$ cat src/hw/rtl/fdpe_pkg.sv
package fdpe_pkg;

	// largest fraction denominator
	localparam logic [19:0] FRAC_DEN_MAX = 20'hFFFFF;

	// result status codes
	localparam logic [1:0] ST_OK       = 2'd0;
	localparam logic [1:0] ST_ZERO_DEN = 2'd1;
	localparam logic [1:0] ST_RANGE    = 2'd2;

	// word widths on the stream ports
	localparam int IN_W  = 88;
	localparam int OUT_W = 176;

	// shared divider widths
	localparam int DVD_W = 64;
	localparam int DSR_W = 32;

endpackage

$ cat src/hw/rtl/fdpe_div.sv
module fdpe_div
	import fdpe_pkg::*;
(
	input  logic             clk,
	input  logic             arst_n,
	input  logic             start,
	input  logic [DVD_W-1:0] dividend,
	input  logic [DSR_W-1:0] divisor,
	output logic             done,
	output logic [DVD_W-1:0] quotient,
	output logic [DSR_W-1:0] remainder
);

	logic [DVD_W-1:0] dvd_q;
	logic [DSR_W-1:0] dsr_q;
	logic [DSR_W-1:0] rem_q;
	logic [5:0]       cnt_q;
	logic             busy_q;
	logic             done_q;
	logic [DSR_W:0]   trial;
	logic [DSR_W:0]   diff;
	logic             fits;

	// one restoring step: shift in the next dividend bit, try the subtract
	always_comb begin
		trial = {rem_q, dvd_q[DVD_W-1]};
		diff  = trial - {1'b0, dsr_q};
		fits  = (trial >= {1'b0, dsr_q});
	end

	// control of the bit loop
	always_ff @(posedge clk or negedge arst_n) begin
		if (!arst_n) begin
			busy_q <= 1'b0;
			done_q <= 1'b0;
			cnt_q  <= '0;
		end else begin
			done_q <= 1'b0;
			if (start) begin
				busy_q <= 1'b1;
				cnt_q  <= '0;
			end else if (busy_q) begin
				cnt_q <= cnt_q + 6'd1;
				if (cnt_q == 6'd63) begin
					busy_q <= 1'b0;
					done_q <= 1'b1;
				end
			end
		end
	end

	// quotient bits shift into the dividend register
	always_ff @(posedge clk) begin
		if (start) begin
			dvd_q <= dividend;
			dsr_q <= divisor;
			rem_q <= '0;
		end else if (busy_q) begin
			dvd_q <= {dvd_q[DVD_W-2:0], fits};
			rem_q <= fits ? diff[DSR_W-1:0] : trial[DSR_W-1:0];
		end
	end

	assign done      = done_q;
	assign quotient  = dvd_q;
	assign remainder = rem_q;

endmodule

$ cat src/hw/rtl/fractional_divider_parameter_encoder.sv
// fractional-n divider parameter encoder
// s_axis carries one request word: ratio numerator and denominator and the
// allowed whole-part range. m_axis returns one result word per request with
// the status, a, b, c, p1, p2, p3 and the packed eight-byte register image.
// all divisions run through one shared restoring divider, one quotient bit
// per cycle. a request uses: one division for a and the remainder, one per
// euclid step of the gcd, two to reduce, and one for floor(128b/c); a zero
// remainder skips the gcd and the reductions, and a too-large reduced
// denominator adds a rounding division and, unless the rounded numerator is
// zero, a second gcd and two more reductions. with a free output register a
// zero denominator goes straight to the output register, a whole part out
// of range ends after the first division, a zero remainder after the floor
// division, and otherwise the time grows with the number of euclid steps.
// s_tready is high only while the sequencer is idle. the result sits in an
// output register; while the receiver stalls the next request may be
// accepted and computed, and its result waits until the output register is
// free. reset empties the output register, stops the divider and returns the
// sequencer to idle; the working registers are not reset.
module fractional_divider_parameter_encoder
	import fdpe_pkg::*;
(
	input  logic             clk,
	input  logic             arst_n,
	input  logic             s_tvalid,
	output logic             s_tready,
	// ratio_numerator[31:0], ratio_denominator[63:32], min_whole[74:64],
	// max_whole[85:75], zero pad[87:86]
	input  logic [IN_W-1:0]  s_tdata,
	output logic             m_tvalid,
	input  logic             m_tready,
	// status[1:0], whole_part[12:2], frac_num[32:13], frac_den[52:33],
	// p1_value[70:53], p2_value[90:71], p3_value[110:91],
	// register_image[174:111], zero pad[175]
	output logic [OUT_W-1:0] m_tdata
);

	typedef enum logic [8:0] {
		S_IDLE  = 9'b000000001,
		S_DIVA  = 9'b000000010,
		S_GCD   = 9'b000000100,
		S_GDIV  = 9'b000001000,
		S_REDB  = 9'b000010000,
		S_REDC  = 9'b000100000,
		S_ROUND = 9'b001000000,
		S_FT    = 9'b010000000,
		S_DONE  = 9'b100000000
	} state_t;

	state_t           state_q;
	logic             pass_q;
	logic [1:0]       status_q;
	logic [31:0]      den_q;
	logic [10:0]      lo_q;
	logic [10:0]      hi_q;
	logic [10:0]      a_q;
	logic [31:0]      b_q;
	logic [31:0]      c_q;
	logic [31:0]      x_q;
	logic [31:0]      y_q;
	logic [6:0]       ft_q;
	logic [19:0]      p2_q;
	logic             ovalid_q;
	logic [OUT_W-1:0] odata_q;

	logic             div_start_q;
	logic [DVD_W-1:0] div_dvd_q;
	logic [DSR_W-1:0] div_dsr_q;
	logic             div_done;
	logic [DVD_W-1:0] div_q;
	logic [DSR_W-1:0] div_r;

	logic             s_fire;
	logic             load_out;
	logic [31:0]      in_num;
	logic [31:0]      in_den;
	logic [31:0]      nb;
	logic [17:0]      p1;
	logic [19:0]      p3;
	logic [63:0]      img;
	logic [OUT_W-1:0] result;

	fdpe_div u_div (
		.clk       (clk),
		.arst_n    (arst_n),
		.start     (div_start_q),
		.dividend  (div_dvd_q),
		.divisor   (div_dsr_q),
		.done      (div_done),
		.quotient  (div_q),
		.remainder (div_r)
	);

	assign s_tready = (state_q == S_IDLE);
	assign s_fire   = s_tvalid && s_tready;
	assign in_num   = s_tdata[31:0];
	assign in_den   = s_tdata[63:32];
	assign load_out = (state_q == S_DONE) && (!ovalid_q || m_tready);

	// rounded numerator, clamped below one
	assign nb = (div_q >= {44'd0, FRAC_DEN_MAX}) ? {12'd0, FRAC_DEN_MAX - 20'd1}
	                                             : div_q[31:0];

	// p words and register image
	always_comb begin
		p3  = c_q[19:0];
		p1  = {a_q, 7'd0} + {11'd0, ft_q} - 18'd512;
		img = {p3[15:8], p3[7:0], 6'd0, p1[17:16], p1[15:8], p1[7:0],
		       p3[19:16], p2_q[19:16], p2_q[15:8], p2_q[7:0]};
		if (status_q == ST_OK) begin
			result = {1'b0, img, p3, p2_q, p1, c_q[19:0], b_q[19:0], a_q, status_q};
		end else begin
			result = {{(OUT_W-2){1'b0}}, status_q};
		end
	end

	// sequencer
	always_ff @(posedge clk or negedge arst_n) begin
		if (!arst_n) begin
			state_q     <= S_IDLE;
			div_start_q <= 1'b0;
			pass_q      <= 1'b0;
		end else begin
			div_start_q <= 1'b0;
			unique case (state_q)
				S_IDLE: begin
					if (s_fire) begin
						pass_q <= 1'b0;
						if (in_den == 32'd0) begin
							state_q <= S_DONE;
						end else begin
							div_start_q <= 1'b1;
							state_q     <= S_DIVA;
						end
					end
				end
				S_DIVA: begin
					if (div_done) begin
						if (div_q < {53'd0, lo_q} || div_q > {53'd0, hi_q}) begin
							state_q <= S_DONE;
						end else if (div_r == 32'd0) begin
							div_start_q <= 1'b1;
							state_q     <= S_FT;
						end else begin
							state_q <= S_GCD;
						end
					end
				end
				S_GCD: begin
					div_start_q <= 1'b1;
					state_q     <= (y_q == 32'd0) ? S_REDB : S_GDIV;
				end
				S_GDIV: begin
					if (div_done) begin
						state_q <= S_GCD;
					end
				end
				S_REDB: begin
					if (div_done) begin
						div_start_q <= 1'b1;
						state_q     <= S_REDC;
					end
				end
				S_REDC: begin
					if (div_done) begin
						div_start_q <= 1'b1;
						if (!pass_q && div_q[31:0] > {12'd0, FRAC_DEN_MAX}) begin
							state_q <= S_ROUND;
						end else begin
							state_q <= S_FT;
						end
					end
				end
				S_ROUND: begin
					if (div_done) begin
						if (nb == 32'd0) begin
							div_start_q <= 1'b1;
							state_q     <= S_FT;
						end else begin
							pass_q  <= 1'b1;
							state_q <= S_GCD;
						end
					end
				end
				S_FT: begin
					if (div_done) begin
						state_q <= S_DONE;
					end
				end
				S_DONE: begin
					if (load_out) begin
						state_q <= S_IDLE;
					end
				end
				default: state_q <= S_IDLE;
			endcase
		end
	end

	// working registers and divider operands
	always_ff @(posedge clk) begin
		unique case (state_q)
			S_IDLE: begin
				den_q     <= in_den;
				lo_q      <= s_tdata[74:64];
				hi_q      <= s_tdata[85:75];
				status_q  <= (in_den == 32'd0) ? ST_ZERO_DEN : ST_OK;
				div_dvd_q <= {32'd0, in_num};
				div_dsr_q <= in_den;
			end
			S_DIVA: begin
				a_q <= div_q[10:0];
				b_q <= div_r;
				c_q <= den_q;
				x_q <= div_r;
				y_q <= den_q;
				if (div_done && (div_q < {53'd0, lo_q} || div_q > {53'd0, hi_q})) begin
					status_q <= ST_RANGE;
				end
				if (div_r == 32'd0) begin
					b_q       <= 32'd0;
					c_q       <= 32'd1;
					div_dvd_q <= 64'd0;
					div_dsr_q <= 32'd1;
				end
			end
			S_GCD: begin
				if (y_q == 32'd0) begin
					div_dvd_q <= {32'd0, b_q};
					div_dsr_q <= x_q;
				end else begin
					div_dvd_q <= {32'd0, x_q};
					div_dsr_q <= y_q;
				end
			end
			S_GDIV: begin
				if (div_done) begin
					x_q <= y_q;
					y_q <= div_r;
				end
			end
			S_REDB: begin
				b_q       <= div_q[31:0];
				div_dvd_q <= {32'd0, c_q};
				div_dsr_q <= x_q;
			end
			S_REDC: begin
				c_q <= div_q[31:0];
				if (!pass_q && div_q[31:0] > {12'd0, FRAC_DEN_MAX}) begin
					div_dvd_q <= ({32'd0, b_q} << 20) - {32'd0, b_q}
					             + {33'd0, div_q[31:1]};
					div_dsr_q <= div_q[31:0];
				end else begin
					div_dvd_q <= {25'd0, b_q, 7'd0};
					div_dsr_q <= div_q[31:0];
				end
			end
			S_ROUND: begin
				b_q <= nb;
				c_q <= {12'd0, FRAC_DEN_MAX};
				x_q <= nb;
				y_q <= {12'd0, FRAC_DEN_MAX};
				if (nb == 32'd0) begin
					c_q       <= 32'd1;
					div_dvd_q <= 64'd0;
					div_dsr_q <= 32'd1;
				end
			end
			S_FT: begin
				ft_q <= div_q[6:0];
				p2_q <= div_r[19:0];
			end
			S_DONE: begin
				if (load_out) begin
					odata_q <= result;
				end
			end
			default: ;
		endcase
	end

	// output register
	always_ff @(posedge clk or negedge arst_n) begin
		if (!arst_n) begin
			ovalid_q <= 1'b0;
		end else if (load_out) begin
			ovalid_q <= 1'b1;
		end else if (m_tready) begin
			ovalid_q <= 1'b0;
		end
	end

	assign m_tvalid = ovalid_q;
	assign m_tdata  = odata_q;

endmodule

$ cat config.mk
export PLATFORM = sky130hd
export DESIGN_NAME = fractional_divider_parameter_encoder
export DESIGN_NICKNAME = d
export VERILOG_FILES = /design/src/hw/rtl/fdpe_pkg.sv /design/src/hw/rtl/fdpe_div.sv /design/src/hw/rtl/fractional_divider_parameter_encoder.sv
export SDC_FILE = /design/constraint.sdc
export NUM_CORES = 1
export LEC_CHECK = 0
export ABC_CLOCK_PERIOD_IN_PS = 12900
export BUFFER_PORTS_ARGS = -buffer_cell sky130_fd_sc_hd__buf_2
export CAP_MARGIN = 10
export CORE_MARGIN = 1
export CORE_UTILIZATION = 56
export DETAILED_ROUTE_END_ITERATION = 8
export PLACE_DENSITY = 0.77
export RECOVER_POWER = 50
export SLEW_MARGIN = 20
export SYNTH_ARGS = -nofsm -noshare
export SYNTH_HDL_FRONTEND = slang
export SYNTH_SLANG_ARGS = --single-unit
export TNS_END_PERCENT = 100
$ cat constraint.sdc
create_clock -name clk -period 12.9 [get_ports clk]
set_input_delay 1.29 -clock clk [delete_from_list [all_inputs] [get_ports clk]]
set_output_delay 1.29 -clock clk [all_outputs]
set_load 0.02 [all_outputs]
==> flow_summary.ini, run 1 <==
[floorplanning]
dieHeight_um = 232.1
initial_core_util = 0.5720
dieArea_mm2 = 0.05386
fp.coreArea_mm2 = 0.05182
ioPinCount = 270
row_count = 83
fp.dieW_um = 232.1

[timing]
finalCriticalPeriod_ps = 6518
maxSlewViolCount = 395
setup_violations = 0
fin_crit_sh = 0.5053
finalSetupTns_ps = 0
fin_ws_ps = 6382
hold_viol_final = 0
whs_ps = 418.5
tightest_slew_ps = 4199
fin_worst_skew_ps = 29.16
timing.fmax_ghz = 0.1534
rsz0062_at_grt = no
max-slew-margin-rel = -1.799

[synth]
async_reset_ff_frac = 0.03670
synthXorXnorAreaFrac = 0.03516
synth_edf_count = 493
syn_avg_cell_area_um2 = 11.00
synthAdderAreaFrac = 0.04440
synth-seq-area-share = 0.5379
yosys.area_share.simple = 0.1427
syn_area_mm2 = 0.02964
yosys_warnings = 0
postSynthCellCount = 2695
synth_cell_type_count = 87
synth.mux.area_fraction = 0.03583
synth_ff_type = edfxtp_1
ys_ff_latch = 545
synth-compound-area-share = 0.1492
synth_top_family_by_area = compound AO/OA/AOI/OAI gates

[finish]
final_cell_mix = edfxtp_1, nand2_1, clkbuf_1
syn2layout_area_growth_pct = 10.18
fin_nets = 3024
layout-drive-gt1-share = 0.1019
design_area_mm2 = 0.03266
n_antenna_cell = 0
fill_cells = 4119
final_common_cell = edfxtp_1

[clocking]
clk_pin_slew_ps = 60
clockBufferDepth = 3
postCtsHoldBufs = 0
cts_resized = 0
cts_tree = yes
cts_made_buffers = 56
clkLatencyLatePin_ps = 630
cts_setup_buffers = 0
cts_max_level = 2
cts_sinks = 545
cts-root-buf = clkbuf_16

[run_status]
status = finished, violations left
failed_checks = max-capacitance violations, max-slew violations

[drt]
drt_wl_total_um = 91830
ant_nets = 0
viasPerCell = 6.547
first_pass_iters = 7
drtIter0Drc = 3092
drcViolationCount = 0
vias = 23280
wire_per_inst_um = 25.82

[critical_path]
critPathCaptureType = flop
crit_type = flop to flop
crit_chain = inv_1, ha_1, or4b_1, nor4_1, nand2b_1, nor3_1, xnor2_1, ha_1, a21oi_1, o21ai_0, nor3_1, a211oi_1, a31oi_1, o21ai_1, nand3b_1, or4b_1, xnor2_1, nor2_1
path_max_fanout = 10
r2r_setup_slack_ps = 6380
critPathSlowestCell = a211oi_1
path_buf_inv = 1
cpLargestDelayFamily = simple AND/OR/NAND/NOR gates
r2r_end = div_dvd_q[51]
arrival_ps = 6870
r2r_cells = 18
crit_cells = 18
cp.required_ps = 13250
r2r-start = b_q[0]
worst_setup_path_start_kind = flop
slowest_delay_ps = 730

[global_routing]
grt_usage = 0.3387
grt_max_degree = 85
grt_pass1_vias = 21910
grt_pass1_wl_um = 136300
antenna_found_initial = 1
grt_overflow = 0

[placement]
dp_hpwl_um = 65770
dpl_worst_slack_ps = 6461
place.port_buffers = 260
place_area_mm2 = 0.03099
routabilityCongestion = 0.9449

[power]
p_per_area_mw_per_mm2 = 248.0
peakVddDrop_uv = 239.7
leakagePower_nw = 12.03

[min_path]
hold_path.class = flop to flop
hold_end = u_div.dsr_q[16]
worstHoldStart = div_dsr_q[16]
whs_path_depth = 0

[job]
maxCapViolCount = 8
-- worst max path at each step --
stage | startpoint | end | slack (ps)
3_3_place_gp | b_q[0] | div_dvd_q[51] | 6450
4_1_cts | b_q[0] | div_dvd_q[51] | 6430
6_report | b_q[0] | div_dvd_q[51] | 6380
3_5_place_dp | b_q[0] | div_dvd_q[51] | 6460
2_1_floorplan | state_q[3] | div_dsr_q[0] | 610
5_1_grt | b_q[0] | div_dvd_q[51] | 6010
-- worst register-to-register path, stage by stage (launching register included) --
cell and delay, ps:
edfxtp_1 550, inv_1 150, ha_1 210, or4b_1 600
nor4_1 510, nand2b_1 230, nor3_1 220, xnor2_1 100
ha_1 470, a21oi_1 100, o21ai_0 330, nor3_1 100
a211oi_1 730, a31oi_1 310, o21ai_1 530, nand3b_1 360
or4b_1 570, xnor2_1 150, nor2_1 50
-- synth_stat cells (all sizes together), types with 10 or more instances --
cell type,instances,area [um^2]
edfxtp,493,14800
nand2,223,837.1
nor2,198,743.2
a21oi,146,730.7
clkbuf,125,470.5
o21ai,125,636.9
inv,110,412.9
buf,104,734.5
ha,102,1276
nand3,82,410.4
xnor2,81,709.4
and2,78,488.0
mux2,65,732.0
nor4,57,371.6
nor3,53,265.3
a21o,48,360.4
a22oi,45,337.8
a222oi,43,430.4
xor2,38,332.8
nand4,34,212.7
mux2i,33,330.3
dfxtp,32,640.6
a211oi,28,210.2
a22o,24,210.2
a221o,22,220.2
or3,20,125.1
dfrtp,19,475.5
nand2b,19,118.9
o22a,19,166.4
a31oi,18,112.6
o211ai,17,132.6
nor2b,13,81.33
or2,13,83.83
a311oi,12,111.4
o21a,11,82.58
nor3b,10,75.07
o21bai,10,75.07
-- layer usage --
layer	global-route usage	wire, um	vias to the layer above
met5	0	0	-
met4	0.1328	3619	0
met3	0.06004	10880	183
met2	0.4997	39720	1523
met1	0.4956	37610	11230
li1	-	-	10350
-- stage by stage --
| step | total power [mW] | std cells | util |
|---|---|---|---|
| final | 8.099 | 3556 | 0.6303 |
| after global routing | 8.485 | 3556 | 0.6303 |
| after CTS | 8.030 | 3555 | 0.6359 |
| after detailed placement | 6.301 | 3449 | 0.5981 |
| after global placement | 6.193 | 3449 | 0.5981 |
| after floorplan | 5.346 | 2701 | - |
-- logic make-up after synthesis --
kind of cell,after synthesis
buffers and inverters,340
muxes,98
xor gates and xnor gates,119
other,1
adders and majority gates,104
and+or+nand+nor,851
DFF,545
AOI/OAI and AO/OA,637
-- power breakdown --
part           total [mW]  switching [mW]  internal (mW)
clock network        1.72           0.712           1.01
registers            3.36           0.592           2.77
logic                3.02            1.88           1.14
total                8.10            3.18           4.92
-- registers in the layout, summed over array words and instances, names as in the netlist, 2 cells and up --
| name | count |
|---|---|
| div_dvd_q | 54 |
| u_div.remainder | 32 |
| hi_q | 11 |
| u_div.dsr_q | 32 |
| x_q | 32 |
| m_tdata | 89 |
| u_div.cnt_q | 6 |
| a_q | 11 |
| c_q | 32 |
| u_div.quotient | 64 |
| y_q | 32 |
| state_q | 9 |
| p2_q | 20 |
| ft_q | 7 |
| lo_q | 11 |
| div_dsr_q | 32 |
| den_q | 32 |
| b_q | 32 |
| status_q | 2 |
-- final cells by class --
type	instances	area, um^2	share of cell area
clock inverter	39	466.7	0.01429
inverter	111	416.7	0.01276
clock buffer	67	1494	0.04574
sequential	545	15950	0.4883
multi-input combinational	1816	12180	0.3729
timing repair buffer	298	1308	0.04003
tap	680	850.8	0.02605
No activity file was read; power rests on OpenSTA's default activity.
==> run 2, diff against run 1 <==
--- a/config.mk
+++ b/config.mk
@@ -5,13 +5,14 @@
 export SDC_FILE = /design/constraint.sdc
 export NUM_CORES = 1
 export LEC_CHECK = 0
-export ABC_CLOCK_PERIOD_IN_PS = 12900
+export ABC_AREA = 1
+export ABC_CLOCK_PERIOD_IN_PS = 5700
 export BUFFER_PORTS_ARGS = -buffer_cell sky130_fd_sc_hd__buf_2
 export CAP_MARGIN = 10
 export CORE_MARGIN = 1
-export CORE_UTILIZATION = 56
+export CORE_UTILIZATION = 55
 export DETAILED_ROUTE_END_ITERATION = 8
-export PLACE_DENSITY = 0.77
+export PLACE_DENSITY = 0.78
 export RECOVER_POWER = 50
 export SLEW_MARGIN = 20
 export SYNTH_ARGS = -nofsm -noshare
==> constraint.sdc (replaced) <==
create_clock -name clk -period 5.7 [get_ports clk]
set_input_delay 0.57 -clock clk [delete_from_list [all_inputs] [get_ports clk]]
set_output_delay 0.57 -clock clk [all_outputs]
set_load 0.02 [all_outputs]
==> flow_summary.ini, run 2 <==
[critical_path]
worst_setup_path_start_kind = flop
path_max_fanout = 86
crit_chain = nor2_1, inv_1, nor2_1, inv_1, nor2_4, clkbuf_1, clkinv_1, nand2_1, inv_1, nand2_2, buf_4, inv_2, a221oi_4, buf_12
r2r-start = state_q[2]
critPathCaptureType = flop
crit_path_frequent_cell = inv_1
cp.required_ps = 5960
crit_type = flop to flop
arrival_ps = 5280
slowest_delay_ps = 1160
critPathSlowestCell = clkbuf_1
critPathLaunch = state_q[2]
path_buf_inv = 8
cpLargestDelayFamily = buffers and inverters

[run_status]
failed_checks = max-capacitance violations, max-slew violations
status = finished, violations left

[synth]
synth_edf_count = 493
synth_cell_type_count = 55
synth_top_area_cell = edfxtp_1
synth_ff_type = edfxtp_1
synth_top_area_share = 0.4815
async_reset_ff_frac = 0.03670
synth_most_common_cell = nand2_1
synth-seq-area-share = 0.5187
syn_avg_cell_area_um2 = 8.863
yosys_warnings = 0
ys_top_cells_by_count = nand2_1, edfxtp_1, inv_1
ys_ff_latch = 545
syn_area_mm2 = 0.03075
postSynthCellCount = 3469
synth.top_cells.by_area = edfxtp_1, nand2_1, inv_1, nor2_1, ha_1

[job]
maxCapViolCount = 8

[timing]
finalSetupTns_ps = 0
finalCriticalPeriod_ps = 5023
maxSlewViolCount = 331
fin_crit_sh = 0.8812
fin_worst_skew_ps = 42.73
tightest_slew_ps = 2649
timing.fmax_ghz = 0.1991
rsz0062_at_grt = no
setup_violations = 0
hold_viol_final = 0
max-slew-margin-rel = -0.7657

[power]
p_per_area_mw_per_mm2 = 584.8
peakVddDrop_uv = 418.6
leakagePower_nw = 13.90

[finish]
syn2layout_area_growth_pct = 10.32
fill_cells = 4913
final_cell_mix = nand2_1, edfxtp_1, inv_1
fin_nets = 3853
largest_reg_flops = 89
final_common_cell = nand2_1
post-route-util = 0.6145
layout-drive-gt1-share = 0.07555

[drt]
first_pass_iters = 6
ant_nets = 0
drt_wl_total_um = 114200
vias = 27310
wire_per_inst_um = 25.60
viasPerCell = 6.121
drtIter0Drc = 4113
drcViolationCount = 0

[clocking]
clockBufferDepth = 3
cts_tree = yes
cts_max_level = 2
cts_made_buffers = 57
cts_sinks = 545
clk_pin_slew_ps = 60
cts-root-buf = clkbuf_16
clkLatencyLatePin_ps = 660
cts_setup_buffers = 0

[global_routing]
grt_overflow = 0
grt_pass1_wl_um = 164200
grt_usage = 0.4006
antenna_found_initial = 17
grt_max_degree = 87
grt_pass1_vias = 25340

[placement]
routabilityCongestion = 1.045
place.port_buffers = 260
dp_hpwl_um = 86950

[floorplanning]
fp.coreArea_mm2 = 0.05520
row_count = 86
initial_core_util = 0.5570
dieHeight_um = 238.4
fp.dieW_um = 238.4
ioPinCount = 270
dieArea_mm2 = 0.05685

[min_path]
hold_path.class = input port to flop
worstHoldStart = s_tdata[76]
-- run 2: cell count changes after synthesis, sizes merged, moves of 76 or more --
cell / before / now
and2: 78 / 0
inv: 110 / 460
nand3: 82 / 158
nand2: 223 / 786
o21ai: 125 / 201
nor2: 198 / 395
-- run 2: timing repair --
item                      4_1_cts  5_1_grt
hold buffers                    1        0
resized for setup               0        0
hold endpoints to repair       19        0
-- run 2: metrics by stage --
step | worst slack [ps] | instance area [um^2] | std cells | power [mW] | hold slack [ps]
2_1_floorplan | 21.21 | 30770 | 3475 | 12.63 | 274.4
3_3_place_gp | 1101 | 32410 | 4345 | 15.76 | 400.9
3_5_place_dp | 1138 | 32410 | 4345 | 15.87 | 404.5
4_1_cts | 1114 | 34200 | 4454 | 19.45 | 67.66
5_1_grt | 623.8 | 33900 | 4455 | 20.79 | 88.12
6_report | 677.2 | 33920 | 4462 | 19.83 | 87.03
-- run 2: layout make-up --
| type | instances | area, um^2 | area share |
|---|---|---|---|
| Sequential cell | 545 | 15950 | 0.4701 |
| Multi-Input combinational cell | 2278 | 12080 | 0.3561 |
| Inverter | 465 | 1748 | 0.05153 |
| Clock buffer | 75 | 1515 | 0.04467 |
| Timing Repair Buffer | 310 | 1413 | 0.04165 |
| Tap cell | 748 | 935.9 | 0.02759 |
| Clock inverter | 33 | 262.8 | 0.007747 |
| Antenna cell | 8 | 20.02 | 0.0005902 |
-- run 2: final timing paths --
check / endpoint / slack [ps] / cells past startpoint
worst max register to register: div_dvd_q[47] / 680 / 14
worst min register to register: u_div.dsr_q[31] / 420 / 0
worst max-delay path: div_dvd_q[47] / 680 / 14
min in group asynchronous: m_tvalid / 650 / 2
worst min-delay path: hi_q[1] / 90 / 1
max in group asynchronous: state_q[6] / 4400 / 2
-- run 2: routing by layer --
layer,vias up,global-route usage,wire (um)
met5,-,0,73
met4,12,0.2088,6847
met3,426,0.1336,16670
met2,1949,0.5887,48180
met1,12710,0.5260,42440
li1,12220,-,-
-- run 2: cell families (layout without fill, tap and decap cells) --
family	after synthesis	in the layout	synth area share
AND/OR/NAND/NOR	1484	1484	0.2064
buffers and inverters	652	883	0.09067
XOR/XNOR	67	67	0.01909
adder cells (fa/ha/maj)	104	104	0.04281
other	1	15	0.0001220
flip-flops	545	545	0.5187
AO/OA/AOI/OAI	616	616	0.1222
-- run 2: where the power goes --
| group | total (mW) | internal (mW) | switching (mW) |
|---|---|---|---|
| Combinational | 8.90 | 2.55 | 6.35 |
| Clock | 3.58 | 1.94 | 1.64 |
| Sequential | 7.36 | 6.27 | 1.09 |
| Total | 19.8 | 10.8 | 9.08 |
-- run 2: worst register-to-register path: cells and delay by family (launching register included) --
family                 cells  cell delay, ps
AO/OA/AOI/OAI              1             440
buffers and inverters      8            2870
flip-flops                 1             400
AND/OR/NAND/NOR            5             770
